[src/design/swc8f_pkg.sv]
// shared types, codes and crc helper for the sensor word crc-8 framer
`default_nettype none
package swc8f_pkg;

    localparam int          QUEUE_DEPTH = 2;
    localparam logic [7:0]  CRC_INIT    = 8'hFF;
    localparam logic [7:0]  CRC_POLY    = 8'h31;
    localparam int          S_DATA_W    = 24;
    localparam int          M_DATA_W    = 32;

    // input word kind, carried on s_tuser
    typedef enum logic [1:0] {
        KIND_CMD    = 2'd0,
        KIND_ARG    = 2'd1,
        KIND_RXBYTE = 2'd2,
        KIND_NONE   = 2'd3
    } in_kind_t;

    // work handed from the front to the back
    typedef enum logic [1:0] {
        JOB_CMD  = 2'd0,
        JOB_ARG  = 2'd1,
        JOB_RXW  = 2'd2,
        JOB_FERR = 2'd3
    } job_kind_t;

    typedef struct packed {
        job_kind_t   kind;
        logic [15:0] word;
        logic        bad;
    } job_t;

    // one byte through the crc-8, msb first
    function automatic logic [7:0] crc8_byte(input logic [7:0] crc_in,
                                             input logic [7:0] data);
        logic [7:0] c;
        c = crc_in ^ data;
        for (int k = 0; k < 8; k++) begin
            c = c[7] ? ((c << 1) ^ CRC_POLY) : (c << 1);
        end
        return c;
    endfunction

endpackage
`default_nettype wire

[src/design/sensor_word_crc8_framer_top.sv]
// Sensor word framer and deframer for a two-wire link with crc-8 checked words.
// Input stream (s_*): one word per item. s_tuser selects the kind: command word,
// argument word, received byte. s_tlast marks the end of a transfer.
// Output stream (m_*): one word per link byte or per decoded group.
// A command word gives two tx bytes, high first. An argument word gives three:
// high, low, crc-8 (poly 0x31, init 0xff). Received bytes are grouped in threes
// and give one word with a crc error flag; a transfer ending inside a group
// gives one frame error word. m_tlast marks the final word of each input item.
// A result job is written into the job queue, and m_tvalid rises when the
// output register loads it from the queue head. The output register sends
// one word per cycle while m_tready is high; bytes that give no result pass
// the input side only.
// A two-entry job queue sits between the input side and the output side, so
// input keeps flowing while a result word waits on m_tready; when the queue
// fills s_tready drops. A stalled output word holds steady until taken.
// Reset (aresetn low, synchronous) empties the queue, drops m_tvalid and
// clears the receive group position.
`default_nettype none
module sensor_word_crc8_framer_top
    import swc8f_pkg::*;
#(
    parameter int QUEUE_DEPTH_P = QUEUE_DEPTH
) (
    input  wire                 aclk,
    input  wire                 aresetn,
    input  wire                 s_tvalid,
    output logic                s_tready,
    input  wire  [S_DATA_W-1:0] s_tdata,   // data_word[15:0], rx_byte[23:16]
    input  wire  [1:0]          s_tuser,   // kind[1:0]
    input  wire                 s_tlast,   // end_of_message
    output logic                m_tvalid,
    input  wire                 m_tready,
    output logic [M_DATA_W-1:0] m_tdata,   // tx_byte[7:0], rx_word[23:8],
                                           // crc_error[24], frame_error[25], zero
    output logic [1:0]          m_tuser,   // tx_valid[0], rx_valid[1]
    output logic                m_tlast    // last
);

    logic accept;
    logic push;
    job_t push_job;
    logic full;
    logic pop;
    logic head_valid;
    job_t head_job;

    assign s_tready = !full;
    assign accept   = s_tvalid && s_tready;

    swc8f_front u_front (
        .aclk           (aclk),
        .aresetn        (aresetn),
        .accept         (accept),
        .kind           (s_tuser),
        .data_word      (s_tdata[15:0]),
        .rx_byte        (s_tdata[23:16]),
        .end_of_message (s_tlast),
        .push           (push),
        .push_job       (push_job)
    );

    swc8f_queue #(
        .DEPTH (QUEUE_DEPTH_P)
    ) u_queue (
        .aclk       (aclk),
        .aresetn    (aresetn),
        .push       (push),
        .push_job   (push_job),
        .full       (full),
        .pop        (pop),
        .head_valid (head_valid),
        .head_job   (head_job)
    );

    swc8f_back u_back (
        .aclk       (aclk),
        .aresetn    (aresetn),
        .head_valid (head_valid),
        .head_job   (head_job),
        .pop        (pop),
        .m_tvalid   (m_tvalid),
        .m_tready   (m_tready),
        .m_tdata    (m_tdata),
        .m_tuser    (m_tuser),
        .m_tlast    (m_tlast)
    );

endmodule
`default_nettype wire

[src/design/swc8f_queue.sv]
// short job queue between the front and the back
`default_nettype none
module swc8f_queue
    import swc8f_pkg::*;
#(
    parameter int DEPTH = QUEUE_DEPTH
) (
    input  wire  aclk,
    input  wire  aresetn,
    input  wire  push,
    input  job_t push_job,
    output logic full,
    input  wire  pop,
    output logic head_valid,
    output job_t head_job
);

    localparam int PTR_W = (DEPTH > 1) ? $clog2(DEPTH) : 1;
    localparam int CNT_W = $clog2(DEPTH + 1);

    job_t             mem_reg [DEPTH];
    logic [PTR_W-1:0] wr_ptr_reg, wr_ptr_next;
    logic [PTR_W-1:0] rd_ptr_reg, rd_ptr_next;
    logic [CNT_W-1:0] count_reg, count_next;

    function automatic logic [PTR_W-1:0] wrap_inc(input logic [PTR_W-1:0] p);
        return (p == PTR_W'(DEPTH - 1)) ? '0 : p + 1'b1;
    endfunction

    assign full       = (count_reg == CNT_W'(DEPTH));
    assign head_valid = (count_reg != '0);
    assign head_job   = mem_reg[rd_ptr_reg];

    always_comb begin
        wr_ptr_next = push ? wrap_inc(wr_ptr_reg) : wr_ptr_reg;
        rd_ptr_next = pop  ? wrap_inc(rd_ptr_reg) : rd_ptr_reg;
        count_next  = count_reg;
        if (push && !pop) begin
            count_next = count_reg + 1'b1;
        end else if (pop && !push) begin
            count_next = count_reg - 1'b1;
        end
    end

    always_ff @(posedge aclk) begin
        if (!aresetn) begin
            wr_ptr_reg <= '0;
            rd_ptr_reg <= '0;
            count_reg  <= '0;
        end else begin
            wr_ptr_reg <= wr_ptr_next;
            rd_ptr_reg <= rd_ptr_next;
            count_reg  <= count_next;
        end
    end

    always_ff @(posedge aclk) begin
        if (push) begin
            mem_reg[wr_ptr_reg] <= push_job;
        end
    end

endmodule
`default_nettype wire

[src/design/swc8f_front.sv]
// input side: takes words, tracks the receive group and queues jobs
`default_nettype none
module swc8f_front
    import swc8f_pkg::*;
(
    input  wire                 aclk,
    input  wire                 aresetn,
    input  wire                 accept,
    input  wire  [1:0]          kind,
    input  wire  [15:0]         data_word,
    input  wire  [7:0]          rx_byte,
    input  wire                 end_of_message,
    output logic                push,
    output job_t                push_job
);

    logic [1:0] pos_reg, pos_next;
    logic [7:0] high_reg, high_next;
    logic [7:0] low_reg, low_next;
    logic [7:0] crc_reg, crc_next;
    logic [1:0] pos_eff;
    in_kind_t   kind_in;

    assign kind_in = in_kind_t'(kind);
    // a stray position of three counts as an empty group
    assign pos_eff = (pos_reg == 2'd3) ? 2'd0 : pos_reg;

    always_comb begin
        pos_next      = pos_reg;
        high_next     = high_reg;
        low_next      = low_reg;
        crc_next      = crc_reg;
        push          = 1'b0;
        push_job.kind = JOB_CMD;
        push_job.word = data_word;
        push_job.bad  = 1'b0;
        if (accept) begin
            unique case (kind_in)
                KIND_CMD: begin
                    pos_next = 2'd0;
                    push     = 1'b1;
                end
                KIND_ARG: begin
                    if (end_of_message) begin
                        pos_next = 2'd0;
                    end
                    push          = 1'b1;
                    push_job.kind = JOB_ARG;
                end
                KIND_RXBYTE: begin
                    if (pos_eff == 2'd2) begin
                        push          = 1'b1;
                        push_job.kind = JOB_RXW;
                        push_job.word = {high_reg, low_reg};
                        push_job.bad  = (crc_reg != rx_byte);
                        pos_next      = 2'd0;
                    end else begin
                        if (pos_eff == 2'd0) begin
                            high_next = rx_byte;
                            crc_next  = crc8_byte(CRC_INIT, rx_byte);
                            pos_next  = 2'd1;
                        end else begin
                            low_next = rx_byte;
                            crc_next = crc8_byte(crc_reg, rx_byte);
                            pos_next = 2'd2;
                        end
                        if (end_of_message) begin
                            pos_next      = 2'd0;
                            push          = 1'b1;
                            push_job.kind = JOB_FERR;
                        end
                    end
                end
                KIND_NONE: begin
                    if (end_of_message) begin
                        pos_next = 2'd0;
                    end
                end
                default: begin
                    pos_next = pos_reg;
                end
            endcase
        end
    end

    always_ff @(posedge aclk) begin
        if (!aresetn) begin
            pos_reg <= 2'd0;
        end else begin
            pos_reg <= pos_next;
        end
    end

    // group bytes and running crc are only read after being written
    always_ff @(posedge aclk) begin
        high_reg <= high_next;
        low_reg  <= low_next;
        crc_reg  <= crc_next;
    end

endmodule
`default_nettype wire

[src/design/swc8f_back.sv]
// output side: expands queued jobs into result words, one per cycle unless m_tready stalls it
`default_nettype none
module swc8f_back
    import swc8f_pkg::*;
(
    input  wire                 aclk,
    input  wire                 aresetn,
    input  wire                 head_valid,
    input  job_t                head_job,
    output logic                pop,
    output logic                m_tvalid,
    input  wire                 m_tready,
    output logic [M_DATA_W-1:0] m_tdata,
    output logic [1:0]          m_tuser,
    output logic                m_tlast
);

    typedef enum logic [2:0] {
        BEAT_HI  = 3'b001,
        BEAT_LO  = 3'b010,
        BEAT_CRC = 3'b100
    } beat_t;

    beat_t       beat_reg, beat_next;
    logic        valid_reg, valid_next;
    logic [7:0]  crc_reg, crc_next;
    logic [7:0]  tx_byte_reg, tx_byte_next;
    logic        tx_valid_reg, tx_valid_next;
    logic [15:0] rx_word_reg, rx_word_next;
    logic        rx_valid_reg, rx_valid_next;
    logic        crc_err_reg, crc_err_next;
    logic        frame_err_reg, frame_err_next;
    logic        last_reg, last_next;
    logic        load;

    // output register frees when empty or taken this cycle
    assign load = !valid_reg || m_tready;

    always_comb begin
        beat_next      = beat_reg;
        valid_next     = valid_reg;
        crc_next       = crc_reg;
        tx_byte_next   = tx_byte_reg;
        tx_valid_next  = tx_valid_reg;
        rx_word_next   = rx_word_reg;
        rx_valid_next  = rx_valid_reg;
        crc_err_next   = crc_err_reg;
        frame_err_next = frame_err_reg;
        last_next      = last_reg;
        pop            = 1'b0;
        if (load) begin
            valid_next = head_valid;
            if (head_valid) begin
                tx_byte_next   = 8'd0;
                tx_valid_next  = 1'b0;
                rx_word_next   = 16'd0;
                rx_valid_next  = 1'b0;
                crc_err_next   = 1'b0;
                frame_err_next = 1'b0;
                last_next      = 1'b0;
                unique case (head_job.kind)
                    JOB_CMD, JOB_ARG: begin
                        tx_valid_next = 1'b1;
                        unique case (beat_reg)
                            BEAT_HI: begin
                                tx_byte_next = head_job.word[15:8];
                                crc_next     = crc8_byte(CRC_INIT, head_job.word[15:8]);
                                beat_next    = BEAT_LO;
                            end
                            BEAT_LO: begin
                                tx_byte_next = head_job.word[7:0];
                                crc_next     = crc8_byte(crc_reg, head_job.word[7:0]);
                                if (head_job.kind == JOB_CMD) begin
                                    last_next = 1'b1;
                                    pop       = 1'b1;
                                    beat_next = BEAT_HI;
                                end else begin
                                    beat_next = BEAT_CRC;
                                end
                            end
                            BEAT_CRC: begin
                                tx_byte_next = crc_reg;
                                last_next    = 1'b1;
                                pop          = 1'b1;
                                beat_next    = BEAT_HI;
                            end
                            default: begin
                                beat_next = BEAT_HI;
                            end
                        endcase
                    end
                    JOB_RXW: begin
                        rx_word_next  = head_job.word;
                        rx_valid_next = 1'b1;
                        crc_err_next  = head_job.bad;
                        last_next     = 1'b1;
                        pop           = 1'b1;
                    end
                    JOB_FERR: begin
                        frame_err_next = 1'b1;
                        last_next      = 1'b1;
                        pop            = 1'b1;
                    end
                    default: begin
                        pop = 1'b0;
                    end
                endcase
            end
        end
    end

    always_ff @(posedge aclk) begin
        if (!aresetn) begin
            beat_reg  <= BEAT_HI;
            valid_reg <= 1'b0;
        end else begin
            beat_reg  <= beat_next;
            valid_reg <= valid_next;
        end
    end

    always_ff @(posedge aclk) begin
        crc_reg       <= crc_next;
        tx_byte_reg   <= tx_byte_next;
        tx_valid_reg  <= tx_valid_next;
        rx_word_reg   <= rx_word_next;
        rx_valid_reg  <= rx_valid_next;
        crc_err_reg   <= crc_err_next;
        frame_err_reg <= frame_err_next;
        last_reg      <= last_next;
    end

    assign m_tvalid = valid_reg;
    assign m_tdata  = {6'd0, frame_err_reg, crc_err_reg, rx_word_reg, tx_byte_reg};
    assign m_tuser  = {rx_valid_reg, tx_valid_reg};
    assign m_tlast  = last_reg;

endmodule
`default_nettype wire

[config.mk]
export PLATFORM = sky130hd
export DESIGN_NAME = sensor_word_crc8_framer_top
export DESIGN_NICKNAME = d
export VERILOG_FILES = /design/src/design/swc8f_pkg.sv /design/src/design/sensor_word_crc8_framer_top.sv /design/src/design/swc8f_queue.sv /design/src/design/swc8f_front.sv /design/src/design/swc8f_back.sv
export SDC_FILE = /design/constraint.sdc
export NUM_CORES = 1
export LEC_CHECK = 0
export ABC_AREA = 1
export BUFFER_PORTS_ARGS = -buffer_cell sky130_fd_sc_hd__buf_2
export CAP_MARGIN = 15
export CORE_AREA = 2 2 119 121
export DETAILED_ROUTE_END_ITERATION = 8
export DIE_AREA = 0 0 121 123
export MAX_ROUTING_LAYER = met4
export SLEW_MARGIN = 20
export SYNTH_ARGS = -nofsm -noshare
export SYNTH_HDL_FRONTEND = slang
export SYNTH_SLANG_ARGS = --single-unit
export TNS_END_PERCENT = 100
[constraint.sdc]
create_clock -name aclk -period 3.5 [get_ports aclk]
set_clock_uncertainty 0.05 [all_clocks]
set_input_delay 0.175 -clock aclk [delete_from_list [all_inputs] [get_ports aclk]]
set_output_delay 0.175 -clock aclk [all_outputs]
set_load 0.01 [all_outputs]
==> results summary <==
The flow ran to the end, and the final reports show no timing, DRC or antenna violations. The number of design-rule violations left by the first detailed-router iteration is 300. The endpoint arrival time on the critical path is a little under 3000 ps. The count of flip-flops with a built-in enable after synthesis came out at 99. The sink count of the clock tree came out at 110. In this run the horizontal extent of the chip is ~120 um.

Summing all flip-flop and latch instances after layout gives 3190 um2. The max-slew headroom at the worst pin is roughly two fifths. The number of global-route vias before repair is 4137.

Leaving out fill and tap cells, the most frequent cells in the layout are nand2_1 (240), edfxtp_1 (99), inv_1 (64), nand3_1 (62), buf_2 (61). The setup slack on the worst flop-to-flop path came out at 780 ps. The largest area contributor in the synthesized netlist is edfxtp_1. The critical path is of the reg -> reg type. TritonCTS built the clock tree. The combinational share of power came out at 42.4%. The synthesis-stage register bit count came out at 110. The floorplan has 43 rows. In this run the clock root is driven by a clkbuf_16. The cell count after synthesis came out at between 600 and 700.

The final worst-path cycle share came out at between 70% and 80%. For this run, the detailed router's first-pass iteration total came to 4. By area the synthesized netlist is led by edfxtp_1 (50%), nand2_1 (15%), nand3_1 (5.2%).

The number of vias after detailed routing came out at ~4.4k. For this run, the leading register cell type out of synthesis is edfxtp_1. The area of the multi-input gates came out at between 2000 and 2500 um2. The flip-flop count of the largest register after layout is 38. The sequential area share after synthesis is 53.6%.

The vias per cell came out at between 4 and 5. The internal power of the cells totals 3170 uW. The analysis attributes to net switching a power of 2130 uW. The switching share of power came out at 40.2%.

Global routing used around 18% of the available tracks. The final total negative setup slack is 0 ps. The TritonCTS buffer count came out at 9.

The core box area is 13600 um2. The tightest min-delay check is of the in -> reg type. The launch instance of the worst min-delay path is aresetn. The global-route wire length before repair is just under 20000 um. The fill cell instance count of the final layout is approximately 1.3k. The hold path depth came out at 2. The total count of hold-check failures in the final report came out at 0. The H-tree was split into 3 levels.

The clock input transition at the sequential cells of the worst setup and hold paths came out at 70 ps. After layout, the minimum clock period comes to around 2700 ps. The proportion of layout cells with a drive suffix above 1 is 16.1%. Summing the areas of all compound-gate instances in the mapped netlist gives between 4 and 5% of the synthesized area. The maximum net fanout on the critical path is 23.

The wire length per cell after detailed routing came out at ~13 um. The required time at the endpoint of the critical path came out at 3710 ps. The dominant combinational cell family by area after synthesis is simple AND/OR/NAND/NOR gates. Averaged over all synthesized cells, the footprint is a little under 9 um2. The area growth from synthesis to final layout came out at 12.8%.

The type of origin of the critical path is a register. Setup violations remaining at the end of the flow were counted as 0. Pin placement for this block handled a little under 70 I/O pins. The clock network fraction of total power came out at 19.8%. The number of pins exceeding their max-slew limit in the final report came out at 0.

The kind of end point of the critical path is a register. The count of buffers inserted at the top-level ports is between 60 and 70. Setup repair after global routing left no endpoint under its margin.

The synthesized netlist occupies a cell area of ~6000 um2. The synthesis warning total came out at 0. Counting cells, the worst reg-to-reg path comes to 8. The vertical die dimension came out at between 100 and 150 um.

The final wirelength came out at approximately 12000 um. The synthesized-area fraction occupied by xor and xnor cells is roughly 4.5%. The library cell used most frequently in the layout, excluding fill and tap cells, is nand2_1.

Post-CTS timing repair inserted 0 buffers for setup. The overflow left after global routing is 0. At the end of routability-driven placement, the weighted congestion stood at a little under 0.9. The number of diodes added for antenna fixing is 0. The pin count of the biggest net entering global routing came out at 33. The number of nets still failing antenna checks after routing is 0. The portion of total power attributed to sequential cells is between 30% and 40%.

The capture instance of the worst register-to-register path is u_back.beat_reg[0]. The worst min-delay path endpoint is u_back.beat_reg[0]. The tool flagged a number of max-cap violations equal to 0. The adder-cell area share of the yosys netlist came out at around 1.9%. The achievable frequency is roughly 370 MHz.

In this run the power density over the cells is slightly below 800 nW/um2. The analysis attributes to cell leakage a power of 0.00307 uW. The post-detailed-route DRC marker count came out at 0. The proportion of synthesized flip-flops having asynchronous set or reset came out at 0%. After Yosys synthesis, and, or, nand and nor cells account for 24.3% of the synthesized area.

The die area is 14900 um2. VDD sags by at most between 0.0003 and 0.0004 V. Measured against the total synthesized area, the mux share comes to 3.43%. The deepest clock path buffer count is 2. Summed over its instances, the top area cell type makes up roughly 50% of the synthesized netlist area. The completed layout was analyzed and its total power is 5300 uW.

The post-layout net count is between 700 and 800. The effective utilization at floorplan came out at 43.7%. The HPWL after detailed placement is between 9000 and 10000 um. The measured slew at the worst slew-check pin came out at between 800 and 900 ps. The source-to-sink clock delay at the later pin of the worst-skew pair came out at approximately 360 ps. The number of library cell types mapped by synthesis is 39. The initial antenna violation count is 0. Buffers inserted to repair hold after CTS numbered 0. The number of gates given a new drive strength after cts came out at 0.
-- cell usage after synthesis, types with 2 or more instances --
master,instances
nand2_1,240
edfxtp_1,99
inv_1,64
nand3_1,62
nor2_1,35
xor2_1,16
mux2_2,15
o21ai_0,14
buf_4,11
dfxtp_1,11
inv_2,11
xnor2_1,11
a21oi_1,10
ha_1,9
o21ai_1,8
o221ai_1,8
buf_2,6
nor3_1,6
buf_6,3
clkbuf_1,3
or2_1,3
a211oi_1,2
nand3b_1,2
xnor2_2,2
-- critical path, cell delays in order, from the launching register on --
cell and delay [ps]:
dfxtp_1 410, inv_2 190, or2_1 250, o21ai_1 460, nand2_1 190, a21oi_1 670, o21ai_0 200, o21ai_1 120
nand2_1 60
-- power groups by stage --
stage	logic (uW)	clock network (uW)	registers (uW)
2_1_floorplan	1610	0	2110
3_3_place_gp	2200	0	2030
3_5_place_dp	2260	0	2040
4_1_cts	2260	1070	2010
5_1_grt	2600	1110	2030
6_report	2250	1050	2000
-- area by class of cell --
| cell class | count | area share, % |
|---|---|---|
| well taps | 180 | 3.35 |
| clock buffers | 9 | 3.35 |
| multi-input cells | 461 | 34.9 |
| clock inverters | 7 | 1.19 |
| repair buffers | 69 | 5.44 |
| flip-flops and latches | 110 | 47.5 |
| inverters | 76 | 4.25 |
-- stage by stage --
stage / area (um2) / hold slack (ps) / util, % / std cells / setup WS, ps
floorplan: 5970 / 194 / - / 671 / 254
global placement: 6410 / 372 / 47.1 / 896 / 919
detailed placement: 6410 / 379 / 47.1 / 896 / 775
CTS: 6720 / 3.87 / 49.4 / 912 / 751
global route: 6720 / 17.7 / 49.4 / 912 / 408
finish: 6720 / 5.88 / 49.4 / 912 / 779
-- logic make-up (layout without fill, tap and decap cells) --
group | Yosys count | after routing
buf+inv | 100 | 161
compound gates | 46 | 46
other cells | 1 | 6
fa+ha+maj | 9 | 9
mux | 18 | 18
simple gates | 353 | 353
xor+xnor | 29 | 29
flops | 110 | 110
-- worst max path at each step --
stage,end,slack (ps)
after CTS,u_back.beat_reg[0],750
final,u_back.beat_reg[0],780
after floorplan,u_back.beat_reg[0],250
after global placement,u_back.beat_reg[0],920
after global routing,u_back.beat_reg[0],410
after detailed placement,u_back.beat_reg[0],780
-- layer usage --
layer,global-route usage (%),wire length [um]
met5,-,0
met4,8.79,305
met3,3.23,635
met2,30.2,5880
met1,20.6,5320
(Power assumes the default switching activity.)
